===== src/hdl/hbvc_pkg.sv =====
// Package for the blend valve controller: fixed-point constants, field widths,
// configuration register indexes, request codes and the drift state type.
// No dependencies.
package hbvc_pkg;

   // Field widths
   localparam int TEMP_W      = 16;
   localparam int STEP_W      = 12;
   localparam int DB_W        = 10;
   localparam int MIXOFF_W    = 13;
   localparam int OPEN_W      = 15;
   localparam int OP_W        = 2;
   localparam int CSR_IDX_W   = 3;
   localparam int CSR_DATA_W  = 16;

   localparam int ADC_BITS_DEFAULT = 10;

   // Fixed point: 1/1280 degC per LSB for temperatures, 1/320 percent for openings.
   localparam logic [TEMP_W-1:0] T_RESET   = 16'd25600;
   localparam logic [TEMP_W-1:0] ADC_BASE  = 16'd12800;
   localparam logic [TEMP_W-1:0] ADC_SPAN  = 16'd51200;
   localparam logic [TEMP_W-1:0] COLD_ZERO = 16'd51200;
   localparam logic [TEMP_W-1:0] HOT_ZERO  = 16'd19200;
   localparam logic [OPEN_W-1:0] OPEN_FULL = 15'd32000;

   // Configuration reset values
   localparam logic [TEMP_W-1:0]   SETPOINT_MIN_RST  = 16'd20480;
   localparam logic [TEMP_W-1:0]   SETPOINT_MAX_RST  = 16'd38400;
   localparam logic [STEP_W-1:0]   SETPOINT_STEP_RST = 12'd640;
   localparam logic [DB_W-1:0]     ADC_DEADBAND_RST  = 10'd5;
   localparam logic [STEP_W-1:0]   COMFORT_BAND_RST  = 12'd64;
   localparam logic [STEP_W-1:0]   DRIFT_STEP_RST    = 12'd128;
   localparam logic [MIXOFF_W-1:0] MIX_OFFSET_RST    = 13'd2560;

   // Configuration register indexes
   localparam logic [CSR_IDX_W-1:0] REG_SETPOINT_MIN  = 3'd0;
   localparam logic [CSR_IDX_W-1:0] REG_SETPOINT_MAX  = 3'd1;
   localparam logic [CSR_IDX_W-1:0] REG_SETPOINT_STEP = 3'd2;
   localparam logic [CSR_IDX_W-1:0] REG_ADC_DEADBAND  = 3'd3;
   localparam logic [CSR_IDX_W-1:0] REG_COMFORT_BAND  = 3'd4;
   localparam logic [CSR_IDX_W-1:0] REG_DRIFT_STEP    = 3'd5;
   localparam logic [CSR_IDX_W-1:0] REG_MIX_OFFSET    = 3'd6;

   // User request codes
   localparam logic [OP_W-1:0] OP_NONE  = 2'd0;
   localparam logic [OP_W-1:0] OP_RAISE = 2'd1;
   localparam logic [OP_W-1:0] OP_LOWER = 2'd2;

   typedef enum logic [1:0] {
      DRIFT_NONE = 2'd0,
      DRIFT_UP   = 2'd1,
      DRIFT_DOWN = 2'd2
   } drift_type;

endpackage


===== src/hdl/hbvc_if.sv =====
// Channel interfaces of the blend valve controller: request, result and
// configuration write. Depends on hbvc_pkg for field widths.
interface hbvc_req_if #(
   parameter int ADC_BITS = hbvc_pkg::ADC_BITS_DEFAULT
);
   logic                         valid;
   logic                         ready;
   logic [hbvc_pkg::OP_W-1:0]    op;
   logic                         system_on;
   logic                         hold_expired;
   logic [ADC_BITS-1:0]          adc_sample;

   modport source (output valid, op, system_on, hold_expired, adc_sample, input ready);
   modport sink   (input valid, op, system_on, hold_expired, adc_sample, output ready);
endinterface

interface hbvc_rsp_if;
   logic                          valid;
   logic                          ready;
   logic [hbvc_pkg::TEMP_W-1:0]   current_temp;
   logic [hbvc_pkg::TEMP_W-1:0]   target_temp;
   logic [hbvc_pkg::OPEN_W-1:0]   cold_valve_opening;
   logic [hbvc_pkg::OPEN_W-1:0]   hot_valve_opening;
   logic [hbvc_pkg::TEMP_W-1:0]   mix_temp;

   modport source (output valid, current_temp, target_temp, cold_valve_opening,
                   hot_valve_opening, mix_temp, input ready);
   modport sink   (input valid, current_temp, target_temp, cold_valve_opening,
                   hot_valve_opening, mix_temp, output ready);
endinterface

interface hbvc_csr_if;
   logic                             valid;
   logic                             ready;
   logic [hbvc_pkg::CSR_IDX_W-1:0]   index;
   logic [hbvc_pkg::CSR_DATA_W-1:0]  data;

   modport source (output valid, index, data, input ready);
   modport sink   (input valid, index, data, output ready);
endinterface


===== src/hdl/hvac_blend_valve_controller.sv =====
// Channel   Direction  Carries
// req_chan  in         op, system_on, hold_expired, adc_sample (one control tick)
// rsp_chan  out        current_temp, target_temp, cold/hot valve openings, mix_temp
// csr_chan  in         register index and write data
//
// A request is registered, evaluated in one pass against the controller state and
// the result is registered; one request per cycle while the result is not stalled.
// The state update and the result register load on the same edge, so the next
// request always sees the state left by the one before it.
// Reset is synchronous; it restores the state and configuration defaults.
// A stalled result holds the evaluation stage; one more request can wait in front.
//
// Top level of the blend valve controller. Depends on hbvc_pkg and hbvc_if.
module hvac_blend_valve_controller #(
   parameter int ADC_BITS = hbvc_pkg::ADC_BITS_DEFAULT
) (
   input  logic        clock,
   input  logic        reset,
   hbvc_req_if.sink    req_chan,
   hbvc_rsp_if.source  rsp_chan,
   hbvc_csr_if.sink    csr_chan
);
   import hbvc_pkg::*;

   localparam int DW = (ADC_BITS > DB_W) ? ADC_BITS : DB_W;

   // Configuration
   logic [TEMP_W-1:0]   sp_min_ff, sp_max_ff;
   logic [STEP_W-1:0]   sp_step_ff, band_ff, drift_step_ff;
   logic [DB_W-1:0]     deadband_ff;
   logic [MIXOFF_W-1:0] mix_off_ff;

   // Controller state
   logic [TEMP_W-1:0]   sp_ff, temp_ff, mix_ff;
   logic [TEMP_W-1:0]   sp_in, temp_in, mix_in;
   drift_type           drift_ff, drift_in;
   logic                hold_ff, hold_in;
   logic [ADC_BITS-1:0] last_ff;

   // Input stage
   logic                in_valid_ff;
   logic [OP_W-1:0]     in_op_ff;
   logic                in_on_ff, in_exp_ff;
   logic [ADC_BITS-1:0] in_sample_ff;

   // Result stage
   logic                out_valid_ff;
   logic [TEMP_W-1:0]   out_temp_ff, out_sp_ff, out_mix_ff;
   logic [OPEN_W-1:0]   out_cold_ff, out_hot_ff, cold_in, hot_in;

   logic advance;
   logic req_fire;

   assign advance  = in_valid_ff && (!out_valid_ff || rsp_chan.ready);
   assign req_chan.ready = !in_valid_ff || advance;
   assign req_fire = req_chan.valid && req_chan.ready;
   assign csr_chan.ready = 1'b1;

   always_ff @(posedge clock) begin
      if (reset) begin
         sp_min_ff     <= SETPOINT_MIN_RST;
         sp_max_ff     <= SETPOINT_MAX_RST;
         sp_step_ff    <= SETPOINT_STEP_RST;
         deadband_ff   <= ADC_DEADBAND_RST;
         band_ff       <= COMFORT_BAND_RST;
         drift_step_ff <= DRIFT_STEP_RST;
         mix_off_ff    <= MIX_OFFSET_RST;
      end else if (csr_chan.valid) begin
         unique case (csr_chan.index)
            REG_SETPOINT_MIN:  sp_min_ff     <= csr_chan.data;
            REG_SETPOINT_MAX:  sp_max_ff     <= csr_chan.data;
            REG_SETPOINT_STEP: sp_step_ff    <= csr_chan.data[STEP_W-1:0];
            REG_ADC_DEADBAND:  deadband_ff   <= csr_chan.data[DB_W-1:0];
            REG_COMFORT_BAND:  band_ff       <= csr_chan.data[STEP_W-1:0];
            REG_DRIFT_STEP:    drift_step_ff <= csr_chan.data[STEP_W-1:0];
            REG_MIX_OFFSET:    mix_off_ff    <= csr_chan.data[MIXOFF_W-1:0];
            default: ;
         endcase
      end
   end

   always_ff @(posedge clock) begin
      if (reset) begin
         in_valid_ff <= 1'b0;
      end else if (req_chan.ready) begin
         in_valid_ff <= req_chan.valid;
      end
   end

   always_ff @(posedge clock) begin
      if (req_fire) begin
         in_op_ff     <= req_chan.op;
         in_on_ff     <= req_chan.system_on;
         in_exp_ff    <= req_chan.hold_expired;
         in_sample_ff <= req_chan.adc_sample;
      end
   end

   // Evaluation of one tick
   logic [TEMP_W:0]         sp_up, sp_dn, t_up, t_plus, t_minus, mix_up;
   logic [TEMP_W:0]         cold_d, hot_d, adc_sum;
   logic [ADC_BITS+TEMP_W-1:0] adc_prod;
   logic [ADC_BITS-1:0]     abs_diff;
   logic                    moved, above, below;
   drift_type               drift_eff;

   always_comb begin
      sp_in   = sp_ff;
      hold_in = in_exp_ff ? 1'b0 : hold_ff;
      sp_up   = {1'b0, sp_ff} + {5'b0, sp_step_ff};
      sp_dn   = {1'b0, sp_ff} - {5'b0, sp_step_ff};
      unique case (in_op_ff)
         OP_RAISE: begin
            if (sp_ff < sp_max_ff) begin
               sp_in = (sp_up > {1'b0, sp_max_ff}) ? sp_max_ff : sp_up[TEMP_W-1:0];
            end
            hold_in = 1'b1;
         end
         OP_LOWER: begin
            if (sp_ff > sp_min_ff) begin
               sp_in = (sp_dn[TEMP_W] || sp_dn[TEMP_W-1:0] < sp_min_ff) ?
                       sp_min_ff : sp_dn[TEMP_W-1:0];
            end
            hold_in = 1'b1;
         end
         default: ;
      endcase

      drift_eff = (!in_on_ff || hold_in) ? DRIFT_NONE : drift_ff;

      abs_diff = (in_sample_ff >= last_ff) ? (in_sample_ff - last_ff)
                                           : (last_ff - in_sample_ff);
      moved    = DW'(abs_diff) > DW'(deadband_ff);
      // The scaled reading stays below ADC_BASE + ADC_SPAN, so it never saturates.
      adc_prod = (ADC_BITS+TEMP_W)'(ADC_SPAN) * (ADC_BITS+TEMP_W)'(in_sample_ff);
      adc_sum  = {1'b0, ADC_BASE} + {1'b0, adc_prod[ADC_BITS+TEMP_W-1:ADC_BITS]};
      t_up     = {1'b0, temp_ff} + {5'b0, drift_step_ff};

      if (moved) begin
         temp_in = adc_sum[TEMP_W-1:0];
      end else if (drift_eff == DRIFT_UP) begin
         temp_in = t_up[TEMP_W] ? {TEMP_W{1'b1}} : t_up[TEMP_W-1:0];
      end else if (drift_eff == DRIFT_DOWN) begin
         temp_in = (temp_ff < TEMP_W'(drift_step_ff)) ? '0 :
                   temp_ff - TEMP_W'(drift_step_ff);
      end else begin
         temp_in = temp_ff;
      end

      t_plus  = {1'b0, temp_in} + {5'b0, band_ff};
      t_minus = {1'b0, temp_in} - {5'b0, band_ff};
      above   = {1'b0, sp_in} > t_plus;
      below   = !t_minus[TEMP_W] && (sp_in < t_minus[TEMP_W-1:0]);
      mix_up  = {1'b0, sp_in} + {4'b0, mix_off_ff};

      if (above || below) begin
         if (sp_in < temp_in) begin
            drift_in = DRIFT_DOWN;
            mix_in   = (sp_in < TEMP_W'(mix_off_ff)) ? '0 : sp_in - TEMP_W'(mix_off_ff);
         end else begin
            drift_in = DRIFT_UP;
            mix_in   = mix_up[TEMP_W] ? {TEMP_W{1'b1}} : mix_up[TEMP_W-1:0];
         end
      end else begin
         drift_in = DRIFT_NONE;
         mix_in   = sp_in;
      end

      // Linear valve law: cold = 51200 - mix, hot = mix - 19200, both capped at full.
      cold_d = {1'b0, COLD_ZERO} - {1'b0, mix_in};
      hot_d  = {1'b0, mix_in} - {1'b0, HOT_ZERO};
      if (cold_d[TEMP_W]) begin
         cold_in = '0;
      end else if (cold_d[TEMP_W-1:0] > TEMP_W'(OPEN_FULL)) begin
         cold_in = OPEN_FULL;
      end else begin
         cold_in = cold_d[OPEN_W-1:0];
      end
      if (hot_d[TEMP_W]) begin
         hot_in = '0;
      end else if (hot_d[TEMP_W-1:0] > TEMP_W'(OPEN_FULL)) begin
         hot_in = OPEN_FULL;
      end else begin
         hot_in = hot_d[OPEN_W-1:0];
      end
   end

   always_ff @(posedge clock) begin
      if (reset) begin
         sp_ff    <= T_RESET;
         temp_ff  <= T_RESET;
         mix_ff   <= T_RESET;
         drift_ff <= DRIFT_NONE;
         hold_ff  <= 1'b0;
         last_ff  <= '0;
      end else if (advance) begin
         sp_ff    <= sp_in;
         temp_ff  <= temp_in;
         mix_ff   <= mix_in;
         drift_ff <= drift_in;
         hold_ff  <= hold_in;
         last_ff  <= in_sample_ff;
      end
   end

   always_ff @(posedge clock) begin
      if (reset) begin
         out_valid_ff <= 1'b0;
      end else if (advance) begin
         out_valid_ff <= 1'b1;
      end else if (rsp_chan.ready) begin
         out_valid_ff <= 1'b0;
      end
   end

   always_ff @(posedge clock) begin
      if (advance) begin
         out_temp_ff <= temp_in;
         out_sp_ff   <= sp_in;
         out_mix_ff  <= mix_in;
         out_cold_ff <= cold_in;
         out_hot_ff  <= hot_in;
      end
   end

   assign rsp_chan.valid              = out_valid_ff;
   assign rsp_chan.current_temp       = out_temp_ff;
   assign rsp_chan.target_temp        = out_sp_ff;
   assign rsp_chan.cold_valve_opening = out_cold_ff;
   assign rsp_chan.hot_valve_opening  = out_hot_ff;
   assign rsp_chan.mix_temp           = out_mix_ff;

`ifndef SYNTHESIS
   // A stalled result must freeze the controller state.
   a_stall_freezes_state: assert property (@(posedge clock) disable iff (reset)
      (out_valid_ff && !rsp_chan.ready) |=> ($stable(sp_ff) && $stable(temp_ff)))
      else $error("controller state changed while the result was stalled");

   // A request taken while the input stage is full must coincide with evaluation.
   a_no_overwrite: assert property (@(posedge clock) disable iff (reset)
      (req_fire && in_valid_ff) |-> advance)
      else $error("input stage overwritten before evaluation");

   // Every evaluated tick produces a result in the next cycle.
   a_result_follows: assert property (@(posedge clock) disable iff (reset)
      advance |=> out_valid_ff)
      else $error("evaluated tick produced no result");

   // Valve openings never exceed full scale.
   a_open_range: assert property (@(posedge clock) disable iff (reset)
      out_valid_ff |-> (out_cold_ff <= OPEN_FULL && out_hot_ff <= OPEN_FULL))
      else $error("valve opening above full scale");
`endif

endmodule

===== src/flat_wrapper.sv =====
// flat-port wrapper written by rule: the top's interface ports become plain ports
module hvac_blend_valve_controller_flat import hbvc_pkg::*;
#(
   parameter int ADC_BITS = hbvc_pkg::ADC_BITS_DEFAULT
)
  (clock, reset, req_chan_valid, req_chan_op, req_chan_system_on, req_chan_hold_expired, req_chan_adc_sample, req_chan_ready, rsp_chan_valid, rsp_chan_current_temp, rsp_chan_target_temp, rsp_chan_cold_valve_opening, rsp_chan_hot_valve_opening, rsp_chan_mix_temp, rsp_chan_ready, csr_chan_valid, csr_chan_index, csr_chan_data, csr_chan_ready);
  hbvc_req_if #(.ADC_BITS(ADC_BITS)) req_chan_i ();
  hbvc_rsp_if rsp_chan_i ();
  hbvc_csr_if csr_chan_i ();
  input  logic clock;
  input  logic reset;
  input wire logic [$bits(req_chan_i.valid)-1:0] req_chan_valid;
  input wire logic [$bits(req_chan_i.op)-1:0] req_chan_op;
  input wire logic [$bits(req_chan_i.system_on)-1:0] req_chan_system_on;
  input wire logic [$bits(req_chan_i.hold_expired)-1:0] req_chan_hold_expired;
  input wire logic [$bits(req_chan_i.adc_sample)-1:0] req_chan_adc_sample;
  output wire logic [$bits(req_chan_i.ready)-1:0] req_chan_ready;
  output wire logic [$bits(rsp_chan_i.valid)-1:0] rsp_chan_valid;
  output wire logic [$bits(rsp_chan_i.current_temp)-1:0] rsp_chan_current_temp;
  output wire logic [$bits(rsp_chan_i.target_temp)-1:0] rsp_chan_target_temp;
  output wire logic [$bits(rsp_chan_i.cold_valve_opening)-1:0] rsp_chan_cold_valve_opening;
  output wire logic [$bits(rsp_chan_i.hot_valve_opening)-1:0] rsp_chan_hot_valve_opening;
  output wire logic [$bits(rsp_chan_i.mix_temp)-1:0] rsp_chan_mix_temp;
  input wire logic [$bits(rsp_chan_i.ready)-1:0] rsp_chan_ready;
  input wire logic [$bits(csr_chan_i.valid)-1:0] csr_chan_valid;
  input wire logic [$bits(csr_chan_i.index)-1:0] csr_chan_index;
  input wire logic [$bits(csr_chan_i.data)-1:0] csr_chan_data;
  output wire logic [$bits(csr_chan_i.ready)-1:0] csr_chan_ready;
  assign req_chan_i.valid = req_chan_valid;
  assign req_chan_i.op = req_chan_op;
  assign req_chan_i.system_on = req_chan_system_on;
  assign req_chan_i.hold_expired = req_chan_hold_expired;
  assign req_chan_i.adc_sample = req_chan_adc_sample;
  assign req_chan_ready = req_chan_i.ready;
  assign rsp_chan_valid = rsp_chan_i.valid;
  assign rsp_chan_current_temp = rsp_chan_i.current_temp;
  assign rsp_chan_target_temp = rsp_chan_i.target_temp;
  assign rsp_chan_cold_valve_opening = rsp_chan_i.cold_valve_opening;
  assign rsp_chan_hot_valve_opening = rsp_chan_i.hot_valve_opening;
  assign rsp_chan_mix_temp = rsp_chan_i.mix_temp;
  assign rsp_chan_i.ready = rsp_chan_ready;
  assign csr_chan_i.valid = csr_chan_valid;
  assign csr_chan_i.index = csr_chan_index;
  assign csr_chan_i.data = csr_chan_data;
  assign csr_chan_ready = csr_chan_i.ready;
  hvac_blend_valve_controller #(.ADC_BITS(ADC_BITS)) u_core (.clock(clock), .reset(reset), .req_chan(req_chan_i), .rsp_chan(rsp_chan_i), .csr_chan(csr_chan_i));
endmodule

===== config.mk =====
export PLATFORM = sky130hd
export DESIGN_NAME = hvac_blend_valve_controller_flat
export DESIGN_NICKNAME = d
export VERILOG_FILES = /design/src/hdl/hbvc_pkg.sv /design/src/hdl/hbvc_if.sv /design/src/hdl/hvac_blend_valve_controller.sv /design/src/flat_wrapper.sv
export SDC_FILE = /design/constraint.sdc
export NUM_CORES = 1
export LEC_CHECK = 0
export BUFFER_PORTS_ARGS = -buffer_cell sky130_fd_sc_hd__buf_2
export CAP_MARGIN = 20
export CORE_AREA = 2 2 159 277
export DETAILED_ROUTE_END_ITERATION = 8
export DIE_AREA = 0 0 161 279
export SLEW_MARGIN = 30
export SYNTH_ARGS = -nofsm -noshare
export SYNTH_HDL_FRONTEND = slang
export SYNTH_SLANG_ARGS = --single-unit

===== constraint.sdc =====
create_clock -name clock -period 14 [get_ports clock]
set_clock_uncertainty 0.1 [all_clocks]
set_input_delay 0.7 -clock clock [delete_from_list [all_inputs] [get_ports clock]]
set_output_delay 0.7 -clock clock [all_outputs]
set_load 0.02 [all_outputs]

==> flow_metrics.env, run 1 <==
export IMPL_status="completed"
export IMPL_min_period_ns=12.85
export IMPL_ys_types=101
export IMPL_pwr_share_clk_pct=13.1
export IMPL_critPathKind="reg2reg"
export IMPL_yosysSeqAreaShare_pct=27.9
export IMPL_clock_sinks=230
export IMPL_r2r_end="u_core.rsp_chan.cold_valve_opening[4]"
export IMPL_drive_above_1_share_pct=9.57
export IMPL_htreeDepth=1
export IMPL_critPathMaxFanout=26
export IMPL_area_growth_pct=10.2
export IMPL_crit_buf_inv=8
export IMPL_synth_edf_count=92
export IMPL_clkTransAtPathRegs_ns=0.07
export IMPL_rrSetupSlack_ns=1.15
export IMPL_die_y_um=279
export IMPL_viasPerCell=5.80
export IMPL_max_freq_ghz=0.0778
export IMPL_core_area_um2=42500
export IMPL_fillerInstances=4178
export IMPL_whs_path_depth=1
export IMPL_cts_buffer_depth=3
export IMPL_cap_violations=0
export IMPL_io_buffers=117
export IMPL_hold_start="req_chan_system_on"
export IMPL_holdWs_ns=0.213
export IMPL_dp_slack_ns=0.821
export IMPL_rows=100
export IMPL_drv_slew=0
export IMPL_routedWlPerCell_um=21.2
export IMPL_cts_tree="yes"
export IMPL_switchingPower_mw=2.56
export IMPL_crit_path_end_kind="register"
export IMPL_die_area_um2=44900
export IMPL_crit_family="compound AO/OA/AOI/OAI gates"
export IMPL_ys_seq_elements=230
export IMPL_p_seq_share_pct=19.2
export IMPL_final_cells=3101
export IMPL_postSynthAreaPerCell_um2=8.11
export IMPL_cts_buffers=26
export IMPL_route_detailed_drc=0
export IMPL_clock_latency_ns=0.57
export IMPL_grt_use_total_pct=29.0
export IMPL_rsz0062_at_grt="false"
export IMPL_place_gp_congestion=0.914
export IMPL_synth_flop_cell="dfxtp_1"
export IMPL_fin_ws_ns=1.15
export IMPL_cpMostUsedCell="a21oi_1"
export IMPL_ios=119
export IMPL_p_comb_share_pct=67.8
export IMPL_rr_worst_depth=65
export IMPL_r2r_start="u_core.in_sample_ff[0]"
export IMPL_overflow=0
export IMPL_grt_max_degree=96
export IMPL_p_int_mw=2.61
export IMPL_finalHoldViolCount=0
export IMPL_slew_headroom_pct=34.3
export IMPL_dp_hpwl_um=52300
export IMPL_swShare_pct=49.5
export IMPL_dp_cells=3050
export IMPL_ant_nets=0
export IMPL_dr_pass1_iters=7
export IMPL_syn_instance_count=2444
export IMPL_grt_pass1_wl_um=101000
export IMPL_finalSetupViolCount=0
export IMPL_antenna_found_initial=3
export IMPL_cpPeakStageDelay_ns=0.46
export IMPL_cp_data_required_time_ns=14.21
export IMPL_cp_slowest_cell="edfxtp_1"
export IMPL_hp_class="in2reg"
export IMPL_wl_um=65800
export IMPL_die_w_um=161
export IMPL_peakVddDrop_uv=331
export IMPL_root_buffer="clkbuf_16"
export IMPL_via_count=17991
export IMPL_worstMarginPinSlew_ns=0.985
export IMPL_critPathLaunchType="register"
export IMPL_setup_tns_ns=0
export IMPL_grt_pass1_vias=17965
export IMPL_final_util_pct=51.3
export IMPL_yosysWarnings=0
export IMPL_syn_cell_area_um2=19800
export IMPL_async_reset_ff_share_pct=0
export IMPL_initial_utilization_pct=46.6
export IMPL_crit_arrival_ns=13.06
export IMPL_finalCritPeriodShare_pct=91.8
export IMPL_p_leak_nw=9.05
export IMPL_nNetsFinal=2847
export IMPL_drt_iter0_markers=1062
export IMPL_syn_nets=2773
export IMPL_min_to="u_core.in_on_ff"
export IMPL_powerDensity_nw_per_um2=237
power groups by stage:
stage / sequential [mW] / combinational, mW / clock (mW)
2_1_floorplan: 1.10 / 2.38 / 0
3_3_place_gp: 1.01 / 3.34 / 0
3_5_place_dp: 1.01 / 3.39 / 0
4_1_cts: 0.995 / 3.41 / 0.689
5_1_grt: 1.00 / 3.87 / 0.711
6_report: 0.993 / 3.51 / 0.676
registers in the layout (all words and copies together), names as in the netlist, 16 cells and up:
name                          cells
u_core.rsp_chan.current_temp     16
u_core.rsp_chan.mix_temp         16
u_core.rsp_chan.target_temp      16
u_core.sp_ff                     16
u_core.sp_max_ff                 16
u_core.sp_min_ff                 16
u_core.temp_ff                   16
layout by cell type (no fill, tap or decap), types with 9 or more instances in the layout:
| cell | count |
|---|---|
| and3_1 | 10 |
| nor2_1 | 191 |
| a211oi_1 | 41 |
| o22ai_1 | 18 |
| and2_1 | 22 |
| o31ai_1 | 15 |
| nand3b_1 | 11 |
| mux2i_1 | 16 |
| a31oi_1 | 12 |
| buf_4 | 23 |
| a22o_1 | 10 |
| a22oi_1 | 10 |
| o21bai_1 | 19 |
| a21o_1 | 25 |
| o21ai_0 | 87 |
| or3_1 | 15 |
| edfxtp_1 | 92 |
| xor2_1 | 28 |
| a221oi_1 | 15 |
| dfxtp_1 | 138 |
| inv_1 | 238 |
| fa_1 | 15 |
| nor3_1 | 44 |
| buf_2 | 116 |
| or2_2 | 10 |
| a211o_1 | 18 |
| o211ai_1 | 20 |
| nand2b_1 | 32 |
| nand4_1 | 26 |
| xnor2_1 | 87 |
| ha_1 | 276 |
| clkbuf_16 | 27 |
| o21a_1 | 25 |
| a21oi_1 | 261 |
| nor4_1 | 9 |
| nand3_1 | 51 |
| nor2b_1 | 26 |
| a21boi_0 | 11 |
| nand2_1 | 294 |
worst max path at each step:
stage	from	endpoint	slack, ns	depth (start not counted)
finish	u_core.in_sample_ff[0]	u_core.rsp_chan.cold_valve_opening[4]	1.15	65
CTS	u_core.in_sample_ff[0]	u_core.rsp_chan.cold_valve_opening[2]	0.78	64
detailed placement	u_core.in_sample_ff[0]	u_core.rsp_chan.cold_valve_opening[2]	0.82	64
global route	u_core.in_sample_ff[0]	u_core.rsp_chan.cold_valve_opening[4]	0.02	65
global placement	u_core.in_sample_ff[0]	u_core.rsp_chan.cold_valve_opening[2]	1.23	64
floorplan	u_core.in_sample_ff[0]	u_core.rsp_chan.cold_valve_opening[6]	2.22	63
logic make-up after synthesis:
logic type | synth area share, %
AND/OR/NAND/NOR | 18.4
AO/OA/AOI/OAI | 21.9
flip-flops | 27.9
multiplexers | 1.05
XOR/XNOR | 5.22
buffers and inverters | 6.57
adder cells (fa/ha/maj) | 18.9
other | 0.0189
layout make-up:
cell class,count,area [µm²],share of cell area [%]
diodes,2,5.00,0.0229
clock buffers,30,697,3.19
clock inverters,18,128,0.585
inverters,242,911,4.17
multi-input cells,1875,13100,59.8
flip-flops and latches,230,5530,25.3
well taps,561,702,3.22
repair buffers,143,807,3.70
what timing repair did:
item,in CTS,in global routing
resized for setup,0,6
setup endpoints to repair,0,19
endpoints found under the hold margin,0,0
hold buffers,0,0
buffers inserted,0,1
metrics by stage:
| stage | cell area (µm²) | total power [mW] |
|---|---|---|
| 2_1_floorplan | 19800 | 3.48 |
| 3_3_place_gp | 20900 | 4.35 |
| 3_5_place_dp | 20900 | 4.40 |
| 4_1_cts | 21800 | 5.09 |
| 5_1_grt | 21800 | 5.58 |
| 6_report | 21800 | 5.18 |
synth_stat cells, drive strengths merged (47+ instances only):
master | n | share of area (%)
ha | 276 | 17
inv | 241 | 4.6
nand3 | 52 | 1.3
nor3 | 47 | 1.2
nand2 | 294 | 5.6
o21ai | 91 | 2.3
nor2 | 195 | 3.7
a21oi | 262 | 6.6
xnor2 | 88 | 4.0
clkbuf | 78 | 1.5
edfxtp | 92 | 14
dfxtp | 138 | 14
layer usage:
layer	part of all wire, %	global-route usage (%)
met5	0.024	0
met3	4.1	3.22
met4	6.0	15.0
met1	36	29.1
met2	54	57.3
Note: power is estimated with default switching activity, not from simulation.
==> run 2, diff against run 1 <==
--- a/config.mk
+++ b/config.mk
@@ -5,11 +5,12 @@
 export SDC_FILE = /design/constraint.sdc
 export NUM_CORES = 1
 export LEC_CHECK = 0
+export ABC_AREA = 1
 export BUFFER_PORTS_ARGS = -buffer_cell sky130_fd_sc_hd__buf_2
 export CAP_MARGIN = 20
-export CORE_AREA = 2 2 159 277
+export CORE_AREA = 2 2 160 279
 export DETAILED_ROUTE_END_ITERATION = 8
-export DIE_AREA = 0 0 161 279
+export DIE_AREA = 0 0 162 281
 export SLEW_MARGIN = 30
 export SYNTH_ARGS = -nofsm -noshare
 export SYNTH_HDL_FRONTEND = slang
==> run 2 against run 1 <==
Compared with the run above: sequential share of layout area barely moved; setup slack improved by 1.3 ns; combinational power rose by 13%; worst hold slack improved by 0.015 ns; synthesized cell count rose by 8.2%; cell count rose by 6.7%; global-route usage fell by 0.88 points; register-to-register slack improved by 1.3 ns; design area barely moved; core utilization fell by 0.79 points; total power rose by 8.5%; highest routed layer unchanged.
==> flow_metrics.env, run 2 <==
export IMPL_max_freq_ghz=0.0868
export IMPL_cap_violations=0
export IMPL_die_y_um=281
export IMPL_ios=119
export IMPL_root_buffer="clkbuf_16"
export IMPL_yosysWarnings=0
export IMPL_synth_edf_count=92
export IMPL_status="completed"
export IMPL_cp_data_required_time_ns=14.21
export IMPL_drv_slew=0
export IMPL_antenna_found_initial=3
export IMPL_wl_um=64300
export IMPL_io_buffers=117
export IMPL_final_cells=3308
export IMPL_yosysMostFrequentCell="inv_1"
export IMPL_hp_class="in2reg"
export IMPL_rows=101
export IMPL_peakVddDrop_uv=233
export IMPL_critPathKind="reg2reg"
export IMPL_ant_nets=0
export IMPL_dp_hpwl_um=51000
export IMPL_p_leak_nw=10.6
export IMPL_grt_pass1_vias=18319
export IMPL_overflow=0
export IMPL_yosysTopAreaCellShare_pct=17.2
export IMPL_clkTransAtPathRegs_ns=0.06
export IMPL_syn_cell_area_um2=20000
export IMPL_cts_tree="yes"
export IMPL_nNetsFinal=3053
export IMPL_worstMarginPinSlew_ns=0.904
export IMPL_synth_top_area_cell="ha_1"
export IMPL_cts_buffers=25
export IMPL_die_w_um=162
export IMPL_grt_use_total_pct=28.1
export IMPL_synth_flop_cell="dfxtp_1"
export IMPL_setup_tns_ns=0
export IMPL_min_period_ns=11.53
export IMPL_finalHoldViolCount=0
export IMPL_routedWlPerCell_um=19.5
export IMPL_drive_above_1_share_pct=11.3
export IMPL_die_area_um2=45500
export IMPL_slew_headroom_pct=39.7
export IMPL_rsz0062_at_grt="false"
export IMPL_async_reset_ff_share_pct=0
export IMPL_ys_types=70
export IMPL_grt_max_degree=84
export IMPL_post_cts_buffers=0
export IMPL_final_common_cell="inv_1"
export IMPL_syn_nets=2973
export IMPL_htreeDepth=1
export IMPL_n_antenna_cell=0
export IMPL_cpPeakStageDelay_ns=0.64
export IMPL_route_detailed_drc=0
export IMPL_via_count=18341
export IMPL_viasPerCell=5.54
export IMPL_crit_arrival_ns=11.73
export IMPL_initial_utilization_pct=46.3
export IMPL_final_cell_mix="inv_1, nand2_1, a21oi_1"
export IMPL_finalSetupViolCount=0
export IMPL_ys_seq_elements=230
export IMPL_cp_slowest_cell="nand2_1"
export IMPL_cts_hold_buf=0
export IMPL_critPathMaxFanout=33
export IMPL_syn_instance_count=2644
export IMPL_area_growth_pct=9.02
export IMPL_yosysSeqAreaShare_pct=27.6
export IMPL_critPathLaunchType="register"
export IMPL_powerDensity_nw_per_um2=257
export IMPL_finalCritPeriodShare_pct=82.3
export IMPL_dp_cells=3263
export IMPL_ctsResizeCount=0
export IMPL_synthTopCellsByArea="ha_1, dfxtp_1, edfxtp_1"
export IMPL_cts_buffer_depth=3
export IMPL_place_gp_congestion=0.942
export IMPL_dr_pass1_iters=5
export IMPL_drt_iter0_markers=1021
export IMPL_grt_pass1_wl_um=98800
export IMPL_synth_commonest_cells="inv_1, nand2_1, a21oi_1, ha_1, o21ai_0"
export IMPL_clock_latency_ns=0.56
export IMPL_crit_path_end_kind="register"
export IMPL_postSynthAreaPerCell_um2=7.58
export IMPL_cpMostUsedCell="nor2_1"
export IMPL_clock_sinks=230
export IMPL_core_area_um2=43200
run 2: cell type report:
| class | instances | area, µm² |
|---|---|---|
| clock buffers | 32 | 682 |
| fillers | 4334 | 21400 |
| clock inverters | 13 | 97.6 |
| inverters | 429 | 1620 |
| repair buffers | 128 | 668 |
| multi-input cells | 1910 | 12500 |
| well taps | 566 | 708 |
| flip-flops and latches | 230 | 5530 |
run 2: kinds of logic after synthesis:
family | share of synthesized area, %
and+or+nand+nor | 18.8
AOI/OAI and AO/OA | 19.7
buffers and inverters | 9.86
adders and majority gates | 18.7
DFF | 27.6
xor gates and xnor gates | 5.07
muxes | 0.212
other | 0.0187
run 2: metrics by stage:
stage	cell area, µm²	power (mW)	setup WS [ns]	hold WS (ns)	utilization (%)
3_3_place_gp	21100	4.89	2.94	0.353	48.7
3_5_place_dp	21100	4.97	2.56	0.355	48.7
2_1_floorplan	20000	4.03	4.60	0.333	-
4_1_cts	21800	5.64	2.53	0.194	50.5
6_report	21800	5.62	2.47	0.228	50.5
5_1_grt	21800	6.15	1.30	0.198	50.5
run 2: metal layers:
metal / track usage, % / vias to the layer above / share of wire, %
met3: 2.92 / 209 / 3.7
met5: 0 / - / 0.020
met4: 19.4 / 2 / 8.2
li1: - / 9051 / -
met2: 54.3 / 499 / 53
met1: 27.5 / 8580 / 35
run 2: where the power goes:
group	internal, mW	leakage, nW	total (mW)	switching, mW
clock network	0.362	0.384	0.650	0.288
registers	0.963	2.00	1.01	0.0502
logic	1.23	8.20	3.96	2.72
run 2: critical path: cells and delay by family, from the launching register on:
family	cells	cell delay, ns
fa+ha+maj	5	1.76
buf+inv	9	1.34
mux	1	0.19
xor+xnor	2	0.31
simple gates	27	3.71
compound gates	16	3.38
flops	1	0.44
run 2: final timing paths:
| kind | slack, ns | start | endpoint | cells past startpoint |
|---|---|---|---|---|
| setup / recovery | 2.47 | u_core.in_sample_ff[7] | u_core.rsp_chan.cold_valve_opening[1] | 60 |
| setup reg to reg | 2.47 | u_core.in_sample_ff[7] | u_core.rsp_chan.cold_valve_opening[1] | 60 |
| hold reg to reg | 0.36 | u_core.deadband_ff[9] | u_core.deadband_ff[9] | 2 |
| hold / removal | 0.23 | req_chan_adc_sample[8] | u_core.in_sample_ff[8] | 1 |
